--- src/rtl/wfgcd_pkg.sv ---
// ----------------------------------------------------------------------------
// wfgcd_pkg: shared types and constants for the wait-for graph cycle detector
// Sizes of the row store, the item passed from front to back, and its kinds.
// ----------------------------------------------------------------------------
package wfgcd_pkg;

  // Row store depth (nodes that can be held)
  localparam int MaxNodes  = 16;
  // Width of one adjacency row as it arrives
  localparam int RowBits   = 16;
  // Nodes that can take part in a check
  localparam int LiveW     = (MaxNodes < RowBits) ? MaxNodes : RowBits;
  // Store address width
  localparam int NodeIdxW  = (MaxNodes > 1) ? $clog2(MaxNodes) : 1;

  // Field widths fixed by the interface
  localparam int RowIdxW   = 4;
  localparam int CountW    = 5;
  localparam int InDataW   = 24;  // row_index + row_edges, padded to bytes
  localparam int OutDataW  = 8;   // cycle_found, padded to a byte

  // Queue between front and back; depth is a power of two
  localparam int QDepth    = 2;
  localparam int QPtrW     = (QDepth > 1) ? $clog2(QDepth) : 1;

  // Node count after reset
  localparam logic [CountW-1:0] NodeCountReset = CountW'(16);

  // What a request asks the back end to do
  typedef enum logic {
    KIND_ROW  = 1'b0,  // store the row only
    KIND_LAST = 1'b1   // store the row, then run the check
  } item_kind_e;

  typedef struct packed {
    item_kind_e           kind;
    logic                 in_range;
    logic [RowIdxW-1:0]   idx;
    logic [RowBits-1:0]   edges;
  } item_t;

  // Handshake between two stages
  typedef struct packed {
    logic  valid;
    item_t item;
  } item_req_t;

endpackage

--- src/rtl/wfgcd_front.sv ---
// ----------------------------------------------------------------------------
// wfgcd_front: input stage of the cycle detector
// Registers each incoming row, tags its kind and whether it lands in the store.
// ----------------------------------------------------------------------------
module wfgcd_front (
  input  logic                               clk_i,
  input  logic                               rst_ni,
  input  logic                               in_valid_i,
  output logic                               in_ready_o,
  input  logic [wfgcd_pkg::RowIdxW-1:0]      in_idx_i,
  input  logic [wfgcd_pkg::RowBits-1:0]      in_edges_i,
  input  logic                               in_last_i,
  output wfgcd_pkg::item_req_t               push_o,
  input  logic                               push_ready_i
);
  import wfgcd_pkg::*;

  logic  valid_q, valid_d;
  item_t item_q, item_d;
  logic  take;
  logic  drain;

  // Move the held request on when the queue has room
  assign drain      = valid_q && push_ready_i;
  assign in_ready_o = !valid_q || push_ready_i;
  assign take       = in_valid_i && in_ready_o;

  // Classify the incoming row
  always_comb begin
    item_d          = item_q;
    item_d.kind     = in_last_i ? KIND_LAST : KIND_ROW;
    item_d.in_range = (32'(in_idx_i) < MaxNodes);
    item_d.idx      = in_idx_i;
    item_d.edges    = in_edges_i;
  end

  always_comb begin
    valid_d = valid_q;
    if (take) begin
      valid_d = 1'b1;
    end else if (drain) begin
      valid_d = 1'b0;
    end
  end

  always_ff @(posedge clk_i or negedge rst_ni) begin
    if (!rst_ni) begin
      valid_q <= 1'b0;
    end else begin
      valid_q <= valid_d;
    end
  end

  // Payload holds without reset
  always_ff @(posedge clk_i) begin
    if (take) begin
      item_q <= item_d;
    end
  end

  assign push_o.valid = valid_q;
  assign push_o.item  = item_q;

endmodule

--- src/rtl/wfgcd_queue.sv ---
// ----------------------------------------------------------------------------
// wfgcd_queue: short request queue between front and back
// Lets the front keep loading rows while the back runs a check.
// ----------------------------------------------------------------------------
module wfgcd_queue (
  input  logic                  clk_i,
  input  logic                  rst_ni,
  input  wfgcd_pkg::item_req_t  push_i,
  output logic                  push_ready_o,
  output wfgcd_pkg::item_req_t  pop_o,
  input  logic                  pop_ready_i
);
  import wfgcd_pkg::*;

  item_t                entries_q [QDepth];
  logic [QPtrW-1:0]     wr_ptr_q, wr_ptr_d;
  logic [QPtrW-1:0]     rd_ptr_q, rd_ptr_d;
  logic [QPtrW:0]       count_q, count_d;
  logic                 do_push;
  logic                 do_pop;

  assign push_ready_o = (count_q != (QPtrW+1)'(QDepth));
  assign do_push      = push_i.valid && push_ready_o;
  assign do_pop       = pop_o.valid && pop_ready_i;

  // Advance pointers and occupancy
  always_comb begin
    wr_ptr_d = wr_ptr_q;
    rd_ptr_d = rd_ptr_q;
    count_d  = count_q;
    if (do_push) begin
      wr_ptr_d = wr_ptr_q + 1'b1;
    end
    if (do_pop) begin
      rd_ptr_d = rd_ptr_q + 1'b1;
    end
    case ({do_push, do_pop})
      2'b10:   count_d = count_q + 1'b1;
      2'b01:   count_d = count_q - 1'b1;
      default: count_d = count_q;
    endcase
  end

  always_ff @(posedge clk_i or negedge rst_ni) begin
    if (!rst_ni) begin
      wr_ptr_q <= '0;
      rd_ptr_q <= '0;
      count_q  <= '0;
    end else begin
      wr_ptr_q <= wr_ptr_d;
      rd_ptr_q <= rd_ptr_d;
      count_q  <= count_d;
    end
  end

  always_ff @(posedge clk_i) begin
    if (do_push) begin
      entries_q[wr_ptr_q] <= push_i.item;
    end
  end

  assign pop_o.valid = (count_q != '0);
  assign pop_o.item  = entries_q[rd_ptr_q];

endmodule

--- src/rtl/wfgcd_back.sv ---
// ----------------------------------------------------------------------------
// wfgcd_back: row store, cycle check and result register
// Stores rows; on a last row peels off nodes with no live successor, one
// pass per cycle, until nothing changes. Any survivor means a cycle.
// ----------------------------------------------------------------------------
module wfgcd_back (
  input  logic                               clk_i,
  input  logic                               rst_ni,
  input  logic                               cfg_valid_i,
  output logic                               cfg_ready_o,
  input  logic [wfgcd_pkg::CountW-1:0]       cfg_data_i,
  input  wfgcd_pkg::item_req_t               pop_i,
  output logic                               pop_ready_o,
  output logic                               out_valid_o,
  input  logic                               out_ready_i,
  output logic                               out_cycle_o
);
  import wfgcd_pkg::*;

  typedef enum logic {
    ST_IDLE  = 1'b0,
    ST_CHECK = 1'b1
  } state_e;

  state_e               state_q;
  logic [CountW-1:0]    node_count_q;
  logic [RowBits-1:0]   rows_q [MaxNodes];
  logic [LiveW-1:0]     live_q;
  logic [LiveW-1:0]     live_init;
  logic [LiveW-1:0]     live_next;
  logic [CountW-1:0]    nodes_used;
  logic                 out_valid_q;
  logic                 out_cycle_q;
  logic                 pop;
  logic                 out_free;
  logic                 settled;

  assign cfg_ready_o = 1'b1;
  assign pop_ready_o = (state_q == ST_IDLE);
  assign pop         = pop_i.valid && pop_ready_o;
  assign out_free    = !out_valid_q || out_ready_i;

  // Clamp node count to what the store can check
  assign nodes_used = (32'(node_count_q) > LiveW) ? CountW'(LiveW) : node_count_q;

  // Start mask: every node in use is live
  always_comb begin
    for (int i = 0; i < LiveW; i++) begin
      live_init[i] = (32'(nodes_used) > i);
    end
  end

  // One pass: drop each live node whose row hits no live node
  always_comb begin
    for (int i = 0; i < LiveW; i++) begin
      live_next[i] = live_q[i] && ((rows_q[i][LiveW-1:0] & live_q) != '0);
    end
  end

  assign settled = (live_next == live_q);

  always_ff @(posedge clk_i or negedge rst_ni) begin
    if (!rst_ni) begin
      state_q      <= ST_IDLE;
      node_count_q <= NodeCountReset;
      live_q       <= '0;
      out_valid_q  <= 1'b0;
      out_cycle_q  <= 1'b0;
    end else begin
      if (cfg_valid_i) begin
        node_count_q <= cfg_data_i;
      end
      if (out_valid_q && out_ready_i && !(state_q == ST_CHECK && settled)) begin
        out_valid_q <= 1'b0;
      end
      unique case (state_q)
        ST_IDLE: begin
          if (pop && pop_i.item.kind == KIND_LAST) begin
            live_q  <= live_init;
            state_q <= ST_CHECK;
          end
        end
        ST_CHECK: begin
          if (!settled) begin
            live_q <= live_next;
          end else if (out_free) begin
            out_valid_q <= 1'b1;
            out_cycle_q <= (live_q != '0);
            state_q     <= ST_IDLE;
          end
        end
        default: begin
          state_q <= ST_IDLE;
        end
      endcase
    end
  end

  // Row store, written as requests leave the queue
  always_ff @(posedge clk_i) begin
    if (pop && pop_i.item.in_range) begin
      rows_q[NodeIdxW'(pop_i.item.idx)] <= pop_i.item.edges;
    end
  end

  assign out_valid_o = out_valid_q;
  assign out_cycle_o = out_cycle_q;

endmodule

--- src/rtl/wait_for_graph_cycle_detect.sv ---
// ----------------------------------------------------------------------------
// wait_for_graph_cycle_detect: deadlock check over a wait-for graph
// Loads adjacency rows and, after the row marked last, reports whether the
// nodes in use hold a directed cycle.
// ----------------------------------------------------------------------------
//  Channel   Dir  Payload                                   Notes
//  s_axis    in   tdata[3:0] row_index, [19:4] row_edges    tlast = last_row
//  m_axis    out  tdata[0] cycle_found                      one per last row
//  cfg       in   cfg_data_i[4:0] node_count                always ready
//
//  Rows are taken one per cycle through a one-entry input register and a
//  two-entry queue. A last row starts the check once it leaves the queue:
//  peeling passes run until the live set stops changing. Rows keep loading
//  into the queue during a check and stall once it is full. The result waits
//  in an output register; a new check will not finish until it is taken.
//  Reset sets node_count to 16 and clears no rows.
// ----------------------------------------------------------------------------
module wait_for_graph_cycle_detect (
  input  logic                              clk_i,
  input  logic                              rst_ni,
  input  logic                              s_axis_tvalid,
  output logic                              s_axis_tready,
  input  logic [wfgcd_pkg::InDataW-1:0]     s_axis_tdata,   // row_index, row_edges
  input  logic                              s_axis_tlast,
  output logic                              m_axis_tvalid,
  input  logic                              m_axis_tready,
  output logic [wfgcd_pkg::OutDataW-1:0]    m_axis_tdata,   // cycle_found
  input  logic                              cfg_valid_i,
  output logic                              cfg_ready_o,
  input  logic [wfgcd_pkg::CountW-1:0]      cfg_data_i      // node_count
);
  import wfgcd_pkg::*;

  item_req_t push;
  item_req_t pop;
  logic      push_ready;
  logic      pop_ready;
  logic      cycle_found;

  wfgcd_front u_front (
    .clk_i        (clk_i),
    .rst_ni       (rst_ni),
    .in_valid_i   (s_axis_tvalid),
    .in_ready_o   (s_axis_tready),
    .in_idx_i     (s_axis_tdata[RowIdxW-1:0]),
    .in_edges_i   (s_axis_tdata[RowIdxW+RowBits-1:RowIdxW]),
    .in_last_i    (s_axis_tlast),
    .push_o       (push),
    .push_ready_i (push_ready)
  );

  wfgcd_queue u_queue (
    .clk_i        (clk_i),
    .rst_ni       (rst_ni),
    .push_i       (push),
    .push_ready_o (push_ready),
    .pop_o        (pop),
    .pop_ready_i  (pop_ready)
  );

  wfgcd_back u_back (
    .clk_i        (clk_i),
    .rst_ni       (rst_ni),
    .cfg_valid_i  (cfg_valid_i),
    .cfg_ready_o  (cfg_ready_o),
    .cfg_data_i   (cfg_data_i),
    .pop_i        (pop),
    .pop_ready_o  (pop_ready),
    .out_valid_o  (m_axis_tvalid),
    .out_ready_i  (m_axis_tready),
    .out_cycle_o  (cycle_found)
  );

  assign m_axis_tdata = {{(OutDataW-1){1'b0}}, cycle_found};

endmodule

--- config.mk ---
export PLATFORM = sky130hd
export DESIGN_NAME = wait_for_graph_cycle_detect
export DESIGN_NICKNAME = d
export VERILOG_FILES = /design/src/rtl/wfgcd_pkg.sv /design/src/rtl/wfgcd_front.sv /design/src/rtl/wfgcd_queue.sv /design/src/rtl/wfgcd_back.sv /design/src/rtl/wait_for_graph_cycle_detect.sv
export SDC_FILE = /design/constraint.sdc
export NUM_CORES = 1
export LEC_CHECK = 0
export BUFFER_PORTS_ARGS = -buffer_cell sky130_fd_sc_hd__buf_4
export CAP_MARGIN = 15
export CORE_UTILIZATION = 40
export DETAILED_ROUTE_END_ITERATION = 7
export GPL_TIMING_DRIVEN = 0
export PLACE_DENSITY_LB_ADDON = 0.05
export SYNTH_ARGS = -nofsm -noshare
export SYNTH_HDL_FRONTEND = slang
export SYNTH_SLANG_ARGS = --single-unit
--- constraint.sdc ---
create_clock -name clk_i -period 3.08 [get_ports clk_i]
set_input_delay 0.308 -clock clk_i [delete_from_list [all_inputs] [get_ports clk_i]]
set_output_delay 0.308 -clock clk_i [all_outputs]
set_load 0.01 [all_outputs]
==> out/summary.txt <==
Initial antenna violation count -> 0
RSZ-0062 raised after global routing -> false
Overall power -> 15.5 mW
Max cap viols -> 0
LEAKAGE -> 5.23 nW
Placed cell area -> 0.0140 sq mm
Vias per inst -> 5.54
Area contributors post-synth -> edfxtp_1, dfrtp_1, a22o_1
Final setup vio count -> 0
FF+latch count, synth -> 348
Initial core utilization -> 40.5%
Max H-tree Level -> 2
Yosys top cell area share -> 72.8%
Maximum vdd drop -> 0.587 mV
WS Path Type -> reg -> reg
Final Max Slew Viols -> 0
Worst-Margin Slew -> 1.21 ns
Final setup skew -> 0.0172 ns
Hold path depth -> 2
Critical R2R Launch -> u_back.live_q[10]
Total number of vias -> 7322
WL per Instance -> 25.6 um
Drt drc -> 0
R2r setup slk -> 0.16 ns
Post-Syn Area -> 0.0132 sq mm
N_diodes -> 0
Cell taking the most area after synthesis -> edfxtp_1
Boundary Pins -> 46
Fraction of synthesized area in multiplexers -> 1.97%
Main synth FF type -> edfxtp_1
Crit path DAT -> 3.27 ns
First-pass GRT wire length -> 49.0 mm
Total number of yosys warnings -> 0
Synth Area in Compound Gates -> 11.7%
CP delay by family, top -> compound AO/OA/AOI/OAI gates
Grt ovf -> 0
Fin. Hold Viols -> 0
Initial DRC Count -> 704
Die W -> 183 um
Post-Place Cells -> 1232
Cell Count, Final, Fillers Out -> 1322
Post-route cell area -> 0.0155 sq mm
Final min period -> 2.92 ns
HPWL after DPL -> 21.0 mm
GPL Wtd Cong -> 0.915
Depth of the most critical reg-to-reg path -> 9
Setup crit end kind -> flop
Routed Antenna Nets -> 0
Pwr/cell area -> 1000 mW/mm^2
Final wirelength -> 33.8 mm
Critical Path Source Type -> flop
Clock Tree Root -> clkbuf_16
Clock transition at path regs -> 0.06 ns
Worst r2r dst -> u_back.live_q[9]
Hold Path End -> u_back.node_count_q[4]
CP Cell Sequence -> buf_2 -> a22o_1 -> a221oi_1 -> and4_1 -> a22oi_1 -> nand4_2 -> o21a_1 -> clkbuf_1 -> o21ai_0
Max FO, Critical Path -> 10
WP data required -> 3.43 ns
Layout cells sized above 1 -> 20.8%
Fmax achieved -> 343 MHz
Delay of the slowest critical-path stage -> 0.44 ns
TritonCTS clock tree -> yes
Final-stage net count -> 889
Clk Latency, worst-skew pair -> 0.52 ns
Rows -> 66
Run status -> completed
Area growth syn-to-layout -> 18.0%
Post-synthesis sequential area ratio -> 78.4%
Largest family of logic cells by synthesized area -> compound AO/OA/AOI/OAI gates
Synth unique cells -> 51
Core Util, Final -> 47.8%
Worst hold slack -> 0.0324 ns
Largest net degree at the start of global routing -> 30
TritonCTS buffer count -> 38
Total track usage -> 20.6%
Synth Instances -> 745
Syn avg cell area -> 17.7 sq um
CTS max path bufs -> 3
Hold_sp -> cfg_data_i[4]
Adder-cell share of the synthesized area -> 0.0951%
Synth Area in Simple Gates -> 4.54%
Area of the core -> 0.0325 sq mm
Slowest CP cell -> clkbuf_1
Die Y -> 183 um
Port bufs -> 33
Relative slew slack -> 18.8%
Asr flop ratio synth -> 8.33%
Hold Crit Class -> in -> reg
Clock Sink Count -> 348
Die ar. -> 0.0336 sq mm
Crit share post-route -> 94.8%
Post-synth EDFFs -> 319
CP Buf/Inv Count -> 2
Post-synthesis xor/xnor area fraction -> 0.333%
Pre-antenna DRT Iters -> 5
Vias in the first global route -> 7374
-- layout make-up --
class                           count  area [sq um]
Inverter                            5          18.8
Sequential cell                   348         10300
Clock inverter                     21           203
Multi-Input combinational cell    343          2530
Timing Repair Buffer               62           546
Fill cell                        2756         16900
Tap cell                          442           553
Buffer                             55           369
Clock buffer                       46          1000
-- state kept, by name, indices dropped and copies added, names as in the netlist --
register and count:
u_back.state_q 1, u_back.rows_q 256, u_back.out_cycle_o 1, u_back.live_q 16, u_back.node_count_q 5, u_front.valid_q 1
u_queue.entries_q 42, u_front.push_o 21, u_queue.wr_ptr_q 1, u_back.out_valid_o 1, u_queue.rd_ptr_q 1, u_queue.count_q 2
-- how the worst max path moves through the flow --
stage / cells past startpoint / endpoint / slack, ns / startpoint
finish: 9 / u_back.live_q[9] / 0.16 / u_back.live_q[10]
global route: 4 / u_back.rows_q[3][2] / 0.04 / u_back.state_q
CTS: 4 / u_back.rows_q[0][12] / -0.14 / u_back.state_q
detailed placement: 4 / u_back.rows_q[0][12] / -0.40 / u_back.state_q
global placement: 4 / u_back.rows_q[0][13] / -0.30 / u_back.state_q
floorplan: 4 / u_back.rows_q[0][0] / 0.84 / u_back.state_q
-- cell usage after synthesis, types with 10 or more instances --
library cell and count:
a21oi_1 10, a221oi_1 63, a22o_1 64, and4_1 13, buf_2 12, buf_4 19, clkbuf_1 14, dfrtp_1 28
edfxtp_1 319, mux2_2 22, nand2_1 42, nor2_1 34, o21ai_0 18, o22a_1 11
-- metrics by stage --
| stage | setup TNS (ns) | setup WS (ns) |
|---|---|---|
| final | 0 | 0.161 |
| after global placement | -30.79 | -0.302 |
| after floorplan | 0 | 0.845 |
| after detailed placement | -30.05 | -0.400 |
| after CTS | -6.01 | -0.135 |
| after global routing | 0 | 0.0429 |
-- cells in the final DEF, fill, tap and decap left out, types with 11 or more instances in the layout --
cell,Yosys,routed
edfxtp_1,319,319
a22o_1,64,64
a221oi_1,63,63
buf_4,19,53
nand2_1,42,42
clkbuf_16,0,39
dfrtp_1,28,28
dlygate4sd3_1,0,23
mux2_2,22,22
clkbuf_1,14,21
o21ai_0,18,18
nor2_1,34,17
nor2_2,0,16
and4_1,13,13
buf_2,12,12
buf_6,7,11
o22a_1,11,11
-- routing by layer --
metal / vias up / GRT usage, % / routed length, um
met4: 0 / 5.63 / 770
met1: 3724 / 27.7 / 14500
met3: 57 / 3.99 / 2450
met5: - / 0 / 0
li1: 3251 / - / -
met2: 290 / 34.2 / 16100
-- worst register-to-register path: cells and delay by family, from the launching register on --
kind            cells  cell delay [ns]
simple gates        2             0.53
compound gates      5             1.17
flops               1             0.37
buf+inv             2             0.69
-- logic make-up after synthesis --
kind of cell / count (synthesis)
AND/OR/NAND/NOR: 118
AO/OA/AOI/OAI: 188
XOR/XNOR: 5
other: 2
adder cells (fa/ha/maj): 1
multiplexers: 23
buffers and inverters: 60
flip-flops: 348
-- where the power goes --
part           leakage (nW)  total, mW  internal [mW]  switching [mW]
combinational          1.41       4.34           1.23            3.11
sequential             3.23       6.79           6.54           0.251
clock                 0.592       4.40           2.65            1.75
total                  5.23       15.5           10.4            5.11
-- repair_timing --
item | 4_1_cts | 5_1_grt
endpoints found under the hold margin | 50 | 0
pin swaps | 0 | 0
gates resized for setup | 14 | 3
endpoints found under the setup margin | 184 | 89
setup buffers | 0 | 0
hold buffers | 23 | 0
Power figures use the tool's default switching activity.
